File: config.mk
export PLATFORM = sky130hd
export DESIGN_NAME = adc_average_divider_resistance
export DESIGN_NICKNAME = d
export VERILOG_FILES = /design/src/hw/rtl/aadr_pkg.sv /design/src/hw/rtl/aadr_div.sv /design/src/hw/rtl/aadr_front.sv /design/src/hw/rtl/aadr_queue.sv /design/src/hw/rtl/aadr_back.sv /design/src/hw/rtl/adc_average_divider_resistance.sv
export SDC_FILE = /design/constraint.sdc
export NUM_CORES = 2
export LEC_CHECK = 0
export ABC_AREA = 0
export ABC_CLOCK_PERIOD_IN_PS = 8300
export BUFFER_PORTS_ARGS = -buffer_cell sky130_fd_sc_hd__buf_2
export CORE_MARGIN = 2
export CORE_UTILIZATION = 65
export DETAILED_ROUTE_END_ITERATION = 16
export PLACE_DENSITY = 0.85
export SLEW_MARGIN = 20
export SYNTH_ARGS = -nofsm -noshare
export SYNTH_HDL_FRONTEND = slang
export SYNTH_SLANG_ARGS = --single-unit
export TNS_END_PERCENT = 5
File: constraint.sdc
create_clock -name clock -period 8.3 [get_ports clock]
set_input_delay 1.66 -clock clock [delete_from_list [all_inputs] [get_ports clock]]
set_output_delay 1.66 -clock clock [all_outputs]
set_load 0.005 [all_outputs]
File: src/hw/rtl/aadr_pkg.sv
// ----------------------------------------------------------------------------
// aadr_pkg: shared types and constants of the divider resistance block
// Register codes, field widths, reset values and the interface structs.
// ----------------------------------------------------------------------------
package aadr_pkg;

   localparam int AADR_MAX_SAMPLES = 64;
   localparam int FULL_CODE        = 1023;

   localparam int SAMPLE_W    = 10;
   localparam int AVG_W       = 16;
   localparam int MV_W        = 13;
   localparam int RES_W       = 32;
   localparam int KNOWN_W     = 20;
   localparam int LEN_W       = 7;
   localparam int CSR_DATA_W  = 20;
   localparam int CSR_INDEX_W = 2;

   localparam logic [CSR_INDEX_W-1:0] CSR_PULL_UP    = 2'd0;
   localparam logic [CSR_INDEX_W-1:0] CSR_REF_MV     = 2'd1;
   localparam logic [CSR_INDEX_W-1:0] CSR_KNOWN_OHMS = 2'd2;
   localparam logic [CSR_INDEX_W-1:0] CSR_SAMPLES    = 2'd3;

   localparam logic [MV_W-1:0]    RST_REF_MV     = 13'd3300;
   localparam logic [KNOWN_W-1:0] RST_KNOWN_OHMS = 20'd10000;
   localparam logic [LEN_W-1:0]   RST_SAMPLES    = 7'd50;

   typedef struct packed {
      logic               pull_up_mode;
      logic [MV_W-1:0]    ref_millivolts;
      logic [KNOWN_W-1:0] known_ohms;
      logic [LEN_W-1:0]   samples_per_reading;
   } aadr_cfg_type;

   typedef struct packed {
      logic busy;
      logic pop;
   } aadr_back_status_type;

endpackage

File: src/hw/rtl/aadr_div.sv
// ----------------------------------------------------------------------------
// aadr_div: restoring divider, one quotient bit per cycle
// Takes dividend and divisor on start, raises done for one cycle with the
// quotient once all NUM_W quotient bits are formed. Divisor must be nonzero.
// ----------------------------------------------------------------------------
module aadr_div
   import aadr_pkg::*;
#(
   parameter int NUM_W = 36,
   parameter int DEN_W = 16
) (
   input  logic             clock,
   input  logic             reset,
   input  logic             start,
   input  logic [NUM_W-1:0] dividend,
   input  logic [DEN_W-1:0] divisor,
   output logic             done,
   output logic [NUM_W-1:0] quotient
);

   localparam int STEP_W = $clog2(NUM_W + 1);

   logic              busy_ff, busy_in;
   logic              done_ff, done_in;
   logic [STEP_W-1:0] step_ff, step_in;
   logic [DEN_W-1:0]  rem_ff, rem_in;
   logic [DEN_W-1:0]  dvs_ff, dvs_in;
   logic [NUM_W-1:0]  quo_ff, quo_in;
   logic [DEN_W+1:0]  trial;

   assign trial = {1'b0, rem_ff, quo_ff[NUM_W-1]} - {2'b00, dvs_ff};

   always_comb begin
      busy_in = busy_ff;
      done_in = 1'b0;
      step_in = step_ff;
      rem_in  = rem_ff;
      dvs_in  = dvs_ff;
      quo_in  = quo_ff;
      if (start) begin
         busy_in = 1'b1;
         step_in = STEP_W'(NUM_W);
         rem_in  = '0;
         dvs_in  = divisor;
         quo_in  = dividend;
      end else if (busy_ff) begin
         // take the trial difference as the partial remainder unless the trial subtract borrowed
         if (!trial[DEN_W+1]) begin
            rem_in = trial[DEN_W-1:0];
         end else begin
            rem_in = {rem_ff[DEN_W-2:0], quo_ff[NUM_W-1]};
         end
         quo_in  = {quo_ff[NUM_W-2:0], ~trial[DEN_W+1]};
         step_in = step_ff - 1'b1;
         if (step_ff == STEP_W'(1)) begin
            busy_in = 1'b0;
            done_in = 1'b1;
         end
      end
   end

   always_ff @(posedge clock) begin
      if (reset) begin
         busy_ff <= 1'b0;
         done_ff <= 1'b0;
         step_ff <= '0;
      end else begin
         busy_ff <= busy_in;
         done_ff <= done_in;
         step_ff <= step_in;
      end
      rem_ff <= rem_in;
      dvs_ff <= dvs_in;
      quo_ff <= quo_in;
   end

   assign done     = done_ff;
   assign quotient = quo_ff;

endmodule

File: src/hw/rtl/aadr_front.sv
// ----------------------------------------------------------------------------
// aadr_front: sample accumulator
// Sums samples into batches and pushes the closed batch (sum, count) into
// the queue on the sample that completes it.
// ----------------------------------------------------------------------------
module aadr_front
   import aadr_pkg::*;
#(
   parameter int MAX_SAMPLES = AADR_MAX_SAMPLES,
   parameter int SUM_W       = 16,
   parameter int CNT_W       = 7
) (
   input  logic                clock,
   input  logic                reset,
   input  aadr_cfg_type        cfg,
   input  logic                req_valid,
   output logic                req_ready,
   input  logic [SAMPLE_W-1:0] req_sample,
   input  logic                q_full,
   output logic                push,
   output logic [SUM_W-1:0]    push_sum,
   output logic [CNT_W-1:0]    push_count
);

   localparam int CMP_W = (CNT_W > LEN_W) ? CNT_W : LEN_W;
   localparam logic [CMP_W-1:0] MAX_EXT = CMP_W'(MAX_SAMPLES);

   logic [SUM_W-1:0] sum_ff, sum_in, sum_add;
   logic [CNT_W-1:0] cnt_ff, cnt_in, cnt_add;
   logic [CMP_W-1:0] len_ext;
   logic [CNT_W-1:0] batch_len;
   logic             accept;
   logic             close;

   assign len_ext = CMP_W'(cfg.samples_per_reading);

   // zero length acts as one, long lengths clamp to the maximum
   always_comb begin
      if (len_ext == '0) begin
         batch_len = CNT_W'(1);
      end else if (len_ext > MAX_EXT) begin
         batch_len = CNT_W'(MAX_SAMPLES);
      end else begin
         batch_len = CNT_W'(len_ext);
      end
   end

   assign req_ready = !q_full;
   assign accept    = req_valid && req_ready;
   assign sum_add   = sum_ff + SUM_W'(req_sample);
   assign cnt_add   = cnt_ff + 1'b1;
   assign close     = cnt_add >= batch_len;

   always_comb begin
      sum_in = sum_ff;
      cnt_in = cnt_ff;
      if (accept) begin
         sum_in = close ? '0 : sum_add;
         cnt_in = close ? '0 : cnt_add;
      end
   end

   assign push       = accept && close;
   assign push_sum   = sum_add;
   assign push_count = cnt_add;

   always_ff @(posedge clock) begin
      if (reset) begin
         sum_ff <= '0;
         cnt_ff <= '0;
      end else begin
         sum_ff <= sum_in;
         cnt_ff <= cnt_in;
      end
   end

endmodule

File: src/hw/rtl/aadr_queue.sv
// ----------------------------------------------------------------------------
// aadr_queue: two-entry batch queue
// Holds closed batches between the accumulator and the compute engine.
// ----------------------------------------------------------------------------
module aadr_queue
   import aadr_pkg::*;
#(
   parameter int WIDTH = 23
) (
   input  logic             clock,
   input  logic             reset,
   input  logic             push,
   input  logic [WIDTH-1:0] push_data,
   input  logic             pop,
   output logic [WIDTH-1:0] pop_data,
   output logic             full,
   output logic             empty
);

   logic [WIDTH-1:0] slot_ff [2];
   logic             wr_ptr_ff, wr_ptr_in;
   logic             rd_ptr_ff, rd_ptr_in;
   logic [1:0]       count_ff, count_in;

   assign full     = count_ff == 2'd2;
   assign empty    = count_ff == 2'd0;
   assign pop_data = slot_ff[rd_ptr_ff];

   always_comb begin
      wr_ptr_in = push ? !wr_ptr_ff : wr_ptr_ff;
      rd_ptr_in = pop ? !rd_ptr_ff : rd_ptr_ff;
      count_in  = count_ff + {1'b0, push} - {1'b0, pop};
   end

   always_ff @(posedge clock) begin
      if (reset) begin
         wr_ptr_ff <= 1'b0;
         rd_ptr_ff <= 1'b0;
         count_ff  <= 2'd0;
      end else begin
         wr_ptr_ff <= wr_ptr_in;
         rd_ptr_ff <= rd_ptr_in;
         count_ff  <= count_in;
      end
      if (push) begin
         slot_ff[wr_ptr_ff] <= push_data;
      end
   end

endmodule

File: src/hw/rtl/aadr_back.sv
// ----------------------------------------------------------------------------
// aadr_back: batch compute engine
// Pops a batch, forms the products, runs up to three divisions on the shared
// divider and hands the result to the output register.
// ----------------------------------------------------------------------------
module aadr_back
   import aadr_pkg::*;
#(
   parameter int SUM_W = 16,
   parameter int CNT_W = 7
) (
   input  logic                 clock,
   input  logic                 reset,
   input  aadr_cfg_type         cfg,
   input  logic                 q_empty,
   input  logic [SUM_W-1:0]     q_sum,
   input  logic [CNT_W-1:0]     q_count,
   output aadr_back_status_type status,
   output logic                 rsp_valid,
   input  logic                 rsp_ready,
   output logic [AVG_W-1:0]     rsp_average_q6,
   output logic [MV_W-1:0]      rsp_millivolts,
   output logic [RES_W-1:0]     rsp_resistance_ohms,
   output logic                 rsp_infinite
);

   localparam int NUM_W = KNOWN_W + SUM_W;
   localparam int QX_W  = (NUM_W > RES_W) ? NUM_W : RES_W + 1;

   localparam logic [2:0] ST_IDLE = 3'd0;
   localparam logic [2:0] ST_MUL  = 3'd1;
   localparam logic [2:0] ST_AVG  = 3'd2;
   localparam logic [2:0] ST_MV   = 3'd3;
   localparam logic [2:0] ST_RES  = 3'd4;
   localparam logic [2:0] ST_OUT  = 3'd5;

   logic [2:0]       st_ff, st_in;
   logic [SUM_W-1:0] s_ff, s_in;
   logic [SUM_W-1:0] cnt_ff, cnt_in;
   logic [SUM_W-1:0] full_ff, full_in;
   logic [SUM_W-1:0] diff_ff, diff_in;
   logic [NUM_W-1:0] num_ff, num_in;
   logic [NUM_W-1:0] mvn_ff, mvn_in;
   logic [AVG_W-1:0] avg_ff, avg_in;
   logic [MV_W-1:0]  mv_ff, mv_in;
   logic [RES_W-1:0] res_ff, res_in;
   logic             inf_ff, inf_in;
   logic             rsp_valid_ff, rsp_valid_in;
   logic [AVG_W-1:0] rsp_avg_ff, rsp_avg_in;
   logic [MV_W-1:0]  rsp_mv_ff, rsp_mv_in;
   logic [RES_W-1:0] rsp_res_ff, rsp_res_in;
   logic             rsp_inf_ff, rsp_inf_in;

   logic [SUM_W-1:0] q_cnt_ext;
   logic [SUM_W-1:0] den;
   logic             den_zero;
   logic             div_start;
   logic [NUM_W-1:0] div_dividend;
   logic [SUM_W-1:0] div_divisor;
   logic             div_done;
   logic [NUM_W-1:0] div_quotient;
   logic [QX_W-1:0]  quo_ext;
   logic             load;

   assign q_cnt_ext = SUM_W'(q_count);
   assign den       = cfg.pull_up_mode ? s_ff : diff_ff;
   assign den_zero  = den == '0;
   assign quo_ext   = QX_W'(div_quotient);
   assign load      = (st_ff == ST_OUT) && (!rsp_valid_ff || rsp_ready);

   aadr_div #(
      .NUM_W (NUM_W),
      .DEN_W (SUM_W)
   ) u_div (
      .clock    (clock),
      .reset    (reset),
      .start    (div_start),
      .dividend (div_dividend),
      .divisor  (div_divisor),
      .done     (div_done),
      .quotient (div_quotient)
   );

   // one operand pair per division phase
   always_comb begin
      div_start    = 1'b0;
      div_dividend = NUM_W'(s_ff) << 6;
      div_divisor  = cnt_ff;
      case (st_ff)
         ST_MUL: begin
            div_start = 1'b1;
         end
         ST_AVG: begin
            div_start    = div_done;
            div_dividend = mvn_ff;
            div_divisor  = full_ff;
         end
         ST_MV: begin
            div_start    = div_done && !den_zero;
            div_dividend = num_ff;
            div_divisor  = den;
         end
         default: begin
            div_start = 1'b0;
         end
      endcase
   end

   always_comb begin
      st_in   = st_ff;
      s_in    = s_ff;
      cnt_in  = cnt_ff;
      full_in = full_ff;
      diff_in = diff_ff;
      num_in  = num_ff;
      mvn_in  = mvn_ff;
      avg_in  = avg_ff;
      mv_in   = mv_ff;
      res_in  = res_ff;
      inf_in  = inf_ff;
      case (st_ff)
         ST_IDLE: begin
            if (!q_empty) begin
               s_in    = q_sum;
               cnt_in  = q_cnt_ext;
               // full scale is 1023 times the count
               full_in = (q_cnt_ext << 10) - q_cnt_ext;
               diff_in = ((q_cnt_ext << 10) - q_cnt_ext) - q_sum;
               st_in   = ST_MUL;
            end
         end
         ST_MUL: begin
            num_in = NUM_W'(cfg.known_ohms) * NUM_W'(cfg.pull_up_mode ? diff_ff : s_ff);
            mvn_in = NUM_W'(cfg.ref_millivolts) * NUM_W'(s_ff);
            st_in  = ST_AVG;
         end
         ST_AVG: begin
            if (div_done) begin
               avg_in = div_quotient[AVG_W-1:0];
               st_in  = ST_MV;
            end
         end
         ST_MV: begin
            if (div_done) begin
               mv_in = div_quotient[MV_W-1:0];
               if (den_zero) begin
                  res_in = '1;
                  inf_in = 1'b1;
                  st_in  = ST_OUT;
               end else begin
                  st_in = ST_RES;
               end
            end
         end
         ST_RES: begin
            if (div_done) begin
               // saturate a quotient that does not fit in 32 bits
               if (|quo_ext[QX_W-1:RES_W]) begin
                  res_in = '1;
                  inf_in = 1'b1;
               end else begin
                  res_in = quo_ext[RES_W-1:0];
                  inf_in = 1'b0;
               end
               st_in = ST_OUT;
            end
         end
         ST_OUT: begin
            if (load) begin
               st_in = ST_IDLE;
            end
         end
         default: begin
            st_in = ST_IDLE;
         end
      endcase
   end

   always_comb begin
      rsp_valid_in = rsp_valid_ff && !rsp_ready;
      rsp_avg_in   = rsp_avg_ff;
      rsp_mv_in    = rsp_mv_ff;
      rsp_res_in   = rsp_res_ff;
      rsp_inf_in   = rsp_inf_ff;
      if (load) begin
         rsp_valid_in = 1'b1;
         rsp_avg_in   = avg_ff;
         rsp_mv_in    = mv_ff;
         rsp_res_in   = res_ff;
         rsp_inf_in   = inf_ff;
      end
   end

   always_ff @(posedge clock) begin
      if (reset) begin
         st_ff        <= ST_IDLE;
         rsp_valid_ff <= 1'b0;
      end else begin
         st_ff        <= st_in;
         rsp_valid_ff <= rsp_valid_in;
      end
      s_ff       <= s_in;
      cnt_ff     <= cnt_in;
      full_ff    <= full_in;
      diff_ff    <= diff_in;
      num_ff     <= num_in;
      mvn_ff     <= mvn_in;
      avg_ff     <= avg_in;
      mv_ff      <= mv_in;
      res_ff     <= res_in;
      inf_ff     <= inf_in;
      rsp_avg_ff <= rsp_avg_in;
      rsp_mv_ff  <= rsp_mv_in;
      rsp_res_ff <= rsp_res_in;
      rsp_inf_ff <= rsp_inf_in;
   end

   assign status.busy = st_ff != ST_IDLE;
   assign status.pop  = (st_ff == ST_IDLE) && !q_empty;

   assign rsp_valid           = rsp_valid_ff;
   assign rsp_average_q6      = rsp_avg_ff;
   assign rsp_millivolts      = rsp_mv_ff;
   assign rsp_resistance_ohms = rsp_res_ff;
   assign rsp_infinite        = rsp_inf_ff;

endmodule

File: src/hw/rtl/adc_average_divider_resistance.sv
// ----------------------------------------------------------------------------
// adc_average_divider_resistance: divider resistance from averaged samples
// Sums converter samples in batches and reports average, millivolts and the
// unknown divider resistance once per batch.
// ----------------------------------------------------------------------------
//   channel | direction | handshake            | payload
//   req     | in        | req_valid/req_ready  | req_sample
//   rsp     | out       | rsp_valid/rsp_ready  | average_q6, millivolts,
//           |           |                      | resistance_ohms, infinite
//   csr     | in        | csr_write_enable     | csr_index, csr_data
//
// A sample is taken on any valid/ready beat; a batch-closing sample hands the
// batch to a two-entry queue. The compute engine takes one batch at a time and
// runs three divisions per batch, two on a zero denominator, on the
// one-bit-per-cycle divider with a dividend of NUM_W = 20 + sum width bits.
// req_ready drops only while both queue entries hold closed batches.
// Synchronous reset clears the batch, the queue and the output valid flag.
// ----------------------------------------------------------------------------
module adc_average_divider_resistance
   import aadr_pkg::*;
#(
   parameter int MAX_SAMPLES = AADR_MAX_SAMPLES
) (
   input  logic                   clock,
   input  logic                   reset,
   input  logic                   req_valid,
   output logic                   req_ready,
   input  logic [SAMPLE_W-1:0]    req_sample,
   output logic                   rsp_valid,
   input  logic                   rsp_ready,
   output logic [AVG_W-1:0]       rsp_average_q6,
   output logic [MV_W-1:0]        rsp_millivolts,
   output logic [RES_W-1:0]       rsp_resistance_ohms,
   output logic                   rsp_infinite,
   input  logic                   csr_write_enable,
   input  logic [CSR_INDEX_W-1:0] csr_index,
   input  logic [CSR_DATA_W-1:0]  csr_data
);

   localparam int SUM_W = $clog2(MAX_SAMPLES * FULL_CODE + 1);
   localparam int CNT_W = $clog2(MAX_SAMPLES + 1);

   aadr_cfg_type         cfg_ff, cfg_in;
   aadr_back_status_type back_status;
   logic                 push;
   logic [SUM_W-1:0]     push_sum;
   logic [CNT_W-1:0]     push_count;
   logic [SUM_W+CNT_W-1:0] pop_data;
   logic                 q_full;
   logic                 q_empty;

   always_comb begin
      cfg_in = cfg_ff;
      if (csr_write_enable) begin
         case (csr_index)
            CSR_PULL_UP:    cfg_in.pull_up_mode        = csr_data[0];
            CSR_REF_MV:     cfg_in.ref_millivolts      = csr_data[MV_W-1:0];
            CSR_KNOWN_OHMS: cfg_in.known_ohms          = csr_data[KNOWN_W-1:0];
            CSR_SAMPLES:    cfg_in.samples_per_reading = csr_data[LEN_W-1:0];
            default:        cfg_in = cfg_ff;
         endcase
      end
   end

   always_ff @(posedge clock) begin
      if (reset) begin
         cfg_ff.pull_up_mode        <= 1'b0;
         cfg_ff.ref_millivolts      <= RST_REF_MV;
         cfg_ff.known_ohms          <= RST_KNOWN_OHMS;
         cfg_ff.samples_per_reading <= RST_SAMPLES;
      end else begin
         cfg_ff <= cfg_in;
      end
   end

   aadr_front #(
      .MAX_SAMPLES (MAX_SAMPLES),
      .SUM_W       (SUM_W),
      .CNT_W       (CNT_W)
   ) u_front (
      .clock      (clock),
      .reset      (reset),
      .cfg        (cfg_ff),
      .req_valid  (req_valid),
      .req_ready  (req_ready),
      .req_sample (req_sample),
      .q_full     (q_full),
      .push       (push),
      .push_sum   (push_sum),
      .push_count (push_count)
   );

   aadr_queue #(
      .WIDTH (SUM_W + CNT_W)
   ) u_queue (
      .clock     (clock),
      .reset     (reset),
      .push      (push),
      .push_data ({push_sum, push_count}),
      .pop       (back_status.pop),
      .pop_data  (pop_data),
      .full      (q_full),
      .empty     (q_empty)
   );

   aadr_back #(
      .SUM_W (SUM_W),
      .CNT_W (CNT_W)
   ) u_back (
      .clock               (clock),
      .reset               (reset),
      .cfg                 (cfg_ff),
      .q_empty             (q_empty),
      .q_sum               (pop_data[SUM_W+CNT_W-1:CNT_W]),
      .q_count             (pop_data[CNT_W-1:0]),
      .status              (back_status),
      .rsp_valid           (rsp_valid),
      .rsp_ready           (rsp_ready),
      .rsp_average_q6      (rsp_average_q6),
      .rsp_millivolts      (rsp_millivolts),
      .rsp_resistance_ohms (rsp_resistance_ohms),
      .rsp_infinite        (rsp_infinite)
   );

   a_reset_clear: assert property (@(posedge clock)
      reset |=> !rsp_valid && q_empty)
      else $error("result or queue not cleared by reset");

   a_result_from_engine: assert property (@(posedge clock) disable iff (reset)
      $rose(rsp_valid) |-> $past(back_status.busy))
      else $error("result raised without the engine working on a batch");

   a_pop_nonempty: assert property (@(posedge clock) disable iff (reset)
      back_status.pop |-> !q_empty)
      else $error("batch popped from an empty queue");

   a_push_room: assert property (@(posedge clock) disable iff (reset)
      push |-> !q_full)
      else $error("batch pushed into a full queue");

endmodule

==> impl_metrics.env <==
export IMPL_status="completed"
export IMPL_worst_clock_skew_ns=0.0231
export IMPL_crit_chain="mux2_2, nand2_1, fa_1, inv_1, fa_1, fa_1, fa_1, fa_1, inv_1, fa_1, inv_1, ha_1, a21o_1, a21o_1, a21o_1, a221o_1, a211oi_2, nor2_1, a311oi_2, xnor2_1"
export IMPL_grt_pass1_vias=25400
export IMPL_critical_path_required_ns=8.64
export IMPL_cts_tree="built"
export IMPL_cp_common_cell="fa_1"
export IMPL_io_buffers=100
export IMPL_grt_pass1_wl_um=134000
export IMPL_hold_path_class="flip-flop to flip-flop"
export IMPL_synth_area_leaders="edfxtp_1, fa_1, ha_1"
export IMPL_critPathKind="flip-flop to flip-flop"
export IMPL_period_share_pct=85.9
export IMPL_cts_root_buf="clkbuf_16"
export IMPL_via_count=24800
export IMPL_globalRouteTotalUtil_pct=30.0
export IMPL_critPathTopFamily="adder cells"
export IMPL_max_freq_ghz=0.140
export IMPL_ys_warn_count=0
export IMPL_gp_congestion=0.954
export IMPL_worst_path_stages=20
export IMPL_synth_async_reset_ratio_pct=0
export IMPL_drtIter0Drc=2089
export IMPL_syn_num_nets=4142
export IMPL_postLayoutCoreUtil_pct=70.6
export IMPL_setup_tns_final_ns=0
export IMPL_finalSetupViolations=0
export IMPL_slowest_delay_ns=0.98
export IMPL_drc=0
export IMPL_synth_area_um2=35700
export IMPL_placeableCoreArea_um2=54000
export IMPL_io_pins=101
export IMPL_preCtsSetupSlack_ns=1.21
export IMPL_slew_headroom_pct=13.1
export IMPL_area_growth_pct=6.76
export IMPL_synth_edff_count=341
export IMPL_dp_hpwl_um=60900
export IMPL_wl_per_cell_um=19.7
export IMPL_clkLatencyLatePin_ns=0.59
export IMPL_cp_slowest_cell="dfxtp_2"
export IMPL_period_needed_ns=7.13
export IMPL_final_common_cell="nand2_1"
export IMPL_vias_per_cell=5.90
export IMPL_crit_fanout=37
export IMPL_h_tree_depth=2
export IMPL_synth_seq_cells=438
export IMPL_holdBufCountCts=0
export IMPL_antenna_cells=0
export IMPL_grt_max_degree=80
export IMPL_hold_viol=0
export IMPL_synth_top_cell_area_share_pct=28.7
export IMPL_cp_arrival_ns=7.47
export IMPL_yosysSeqAreaShare_pct=34.1
export IMPL_synth_ff_type="edfxtp_1"
export IMPL_placed_area_um2=36700
export IMPL_grt_overflow=0
export IMPL_setup_ws_ns=1.17
export IMPL_postRouteWirelength_um=82500
export IMPL_layout_common_cells="nand2_1, inv_1, fa_1, edfxtp_1, ha_1"
export IMPL_drv_cap=0
export IMPL_rsz0062_at_grt="false"
export IMPL_slew_viol_final=0
export IMPL_design_area_um2=38100
export IMPL_synth_cell_types=82
export IMPL_drive_gt1_share_pct=8.31
export IMPL_die_h_um=238
export IMPL_post_cts_resized=0
export IMPL_clk_pin_slew_ns=0.07
export IMPL_path_buf_inv=3
export IMPL_crit_path_end_kind="flip-flop"
export IMPL_antenna_found_initial=1
export IMPL_synth_area_per_cell_um2=10.3
export IMPL_clk_path_buf_depth=3
export IMPL_nets=4146
export IMPL_antenna_left=0
export IMPL_initial_core_util_pct=66.1
export IMPL_post_cts_buffers=0
export IMPL_startpoint_type="flip-flop"
export IMPL_whs_path_depth=0
export IMPL_num_fill_cells=3743
export IMPL_worst_slew_pin_slew_ns=1.29
export IMPL_clkSinkCount=438
export IMPL_rows=85
export IMPL_r2r_cells=20
export IMPL_die_width_um=238
export IMPL_yosys_area_top_type="edfxtp_1"
export IMPL_dieArea_um2=56900
export IMPL_syn_inst=3462
export IMPL_dr_pass1_iters=6
export IMPL_tritoncts_num_buffers=45
## per-stage QoR
step / std cells / hold slack, ns
5_1_grt: 4199 / 0.422
2_1_floorplan: 3462 / 0.400
4_1_cts: 4199 / 0.411
3_5_place_dp: 4115 / 0.405
3_3_place_gp: 4115 / 0.401
6_report: 4199 / 0.414
## path summary, 6_finish.rpt
path	slack, ns	to	startpoint
setup reg to reg	1.17	u_back.num_ff[34]$_DFFE_PP_	cfg_ff[40]$_SDFFE_PP0P_
hold reg to reg	0.41	u_back.rsp_millivolts[7]$_DFFE_PP_	u_back.mv_ff[7]$_DFFE_PP_
hold / removal	0.41	u_back.rsp_millivolts[7]$_DFFE_PP_	u_back.mv_ff[7]$_DFFE_PP_
setup / recovery	1.17	u_back.num_ff[34]$_DFFE_PP_	cfg_ff[40]$_SDFFE_PP0P_
## registers in the layout (all words and copies together), names as in the netlist, 29 cells and up, named ones only
name / flops
cfg_ff: 41
u_back.mvn_ff: 29
u_back.num_ff: 36
u_back.res_ff: 32
u_back.rsp_resistance_ohms: 32
u_back.u_div.quotient: 36
u_queue.slot_ff: 46
## synth_stat cells, types with 49 or more instances
cell type    n
fa_1       407
o21ai_0     82
a21o_1      49
nand2_1    515
mux2i_1     70
and2_1     180
a21oi_1    139
clkbuf_1   148
nand3_1     53
ha_1       236
nor2_1      99
nor2b_1     67
edfxtp_1   341
dfxtp_1     97
xnor2_1     73
inv_1      498
## cell families after synthesis
logic type,count (synthesis),share of synthesized area (%)
compound gates,423,7.63
xor+xnor,112,2.79
fa+ha+maj,643,31.1
buf+inv,671,7.18
flops,438,34.1
mux,89,2.56
simple gates,1086,14.7
## metal layers
metal	up-vias	GRT usage [%]	routed length, µm
met5	-	0	0
met1	12100	40.7	33600
li1	11300	-	-
met3	217	5.68	7480
met4	0	10.2	2920
met2	1191	49.1	38600
## final cells by class
| cell class | count | area [µm²] | area share (%) |
|---|---|---|---|
| Timing Repair Buffer | 129 | 718 | 1.88 |
| Multi-Input combinational cell | 2353 | 21000 | 55.1 |
| Clock inverter | 30 | 297 | 0.778 |
| Inverter | 499 | 1870 | 4.91 |
| Sequential cell | 438 | 12200 | 31.9 |
| Tap cell | 696 | 871 | 2.28 |
| Clock buffer | 54 | 1180 | 3.10 |
## worst reg2reg max path, delay by kind of cell (launching register included)
kind	cells	cell delay, ns
muxes	1	0.66
and+or+nand+nor	2	0.23
adders and majority gates	7	3.43
buffers and inverters	3	0.17
xor gates and xnor gates	1	0.08
DFF	1	0.98
AOI/OAI and AO/OA	6	1.33
Power is left out: the tool's default activity adds up to more than one toggle a clock period on the data nets, which glitch-free logic cannot reach.
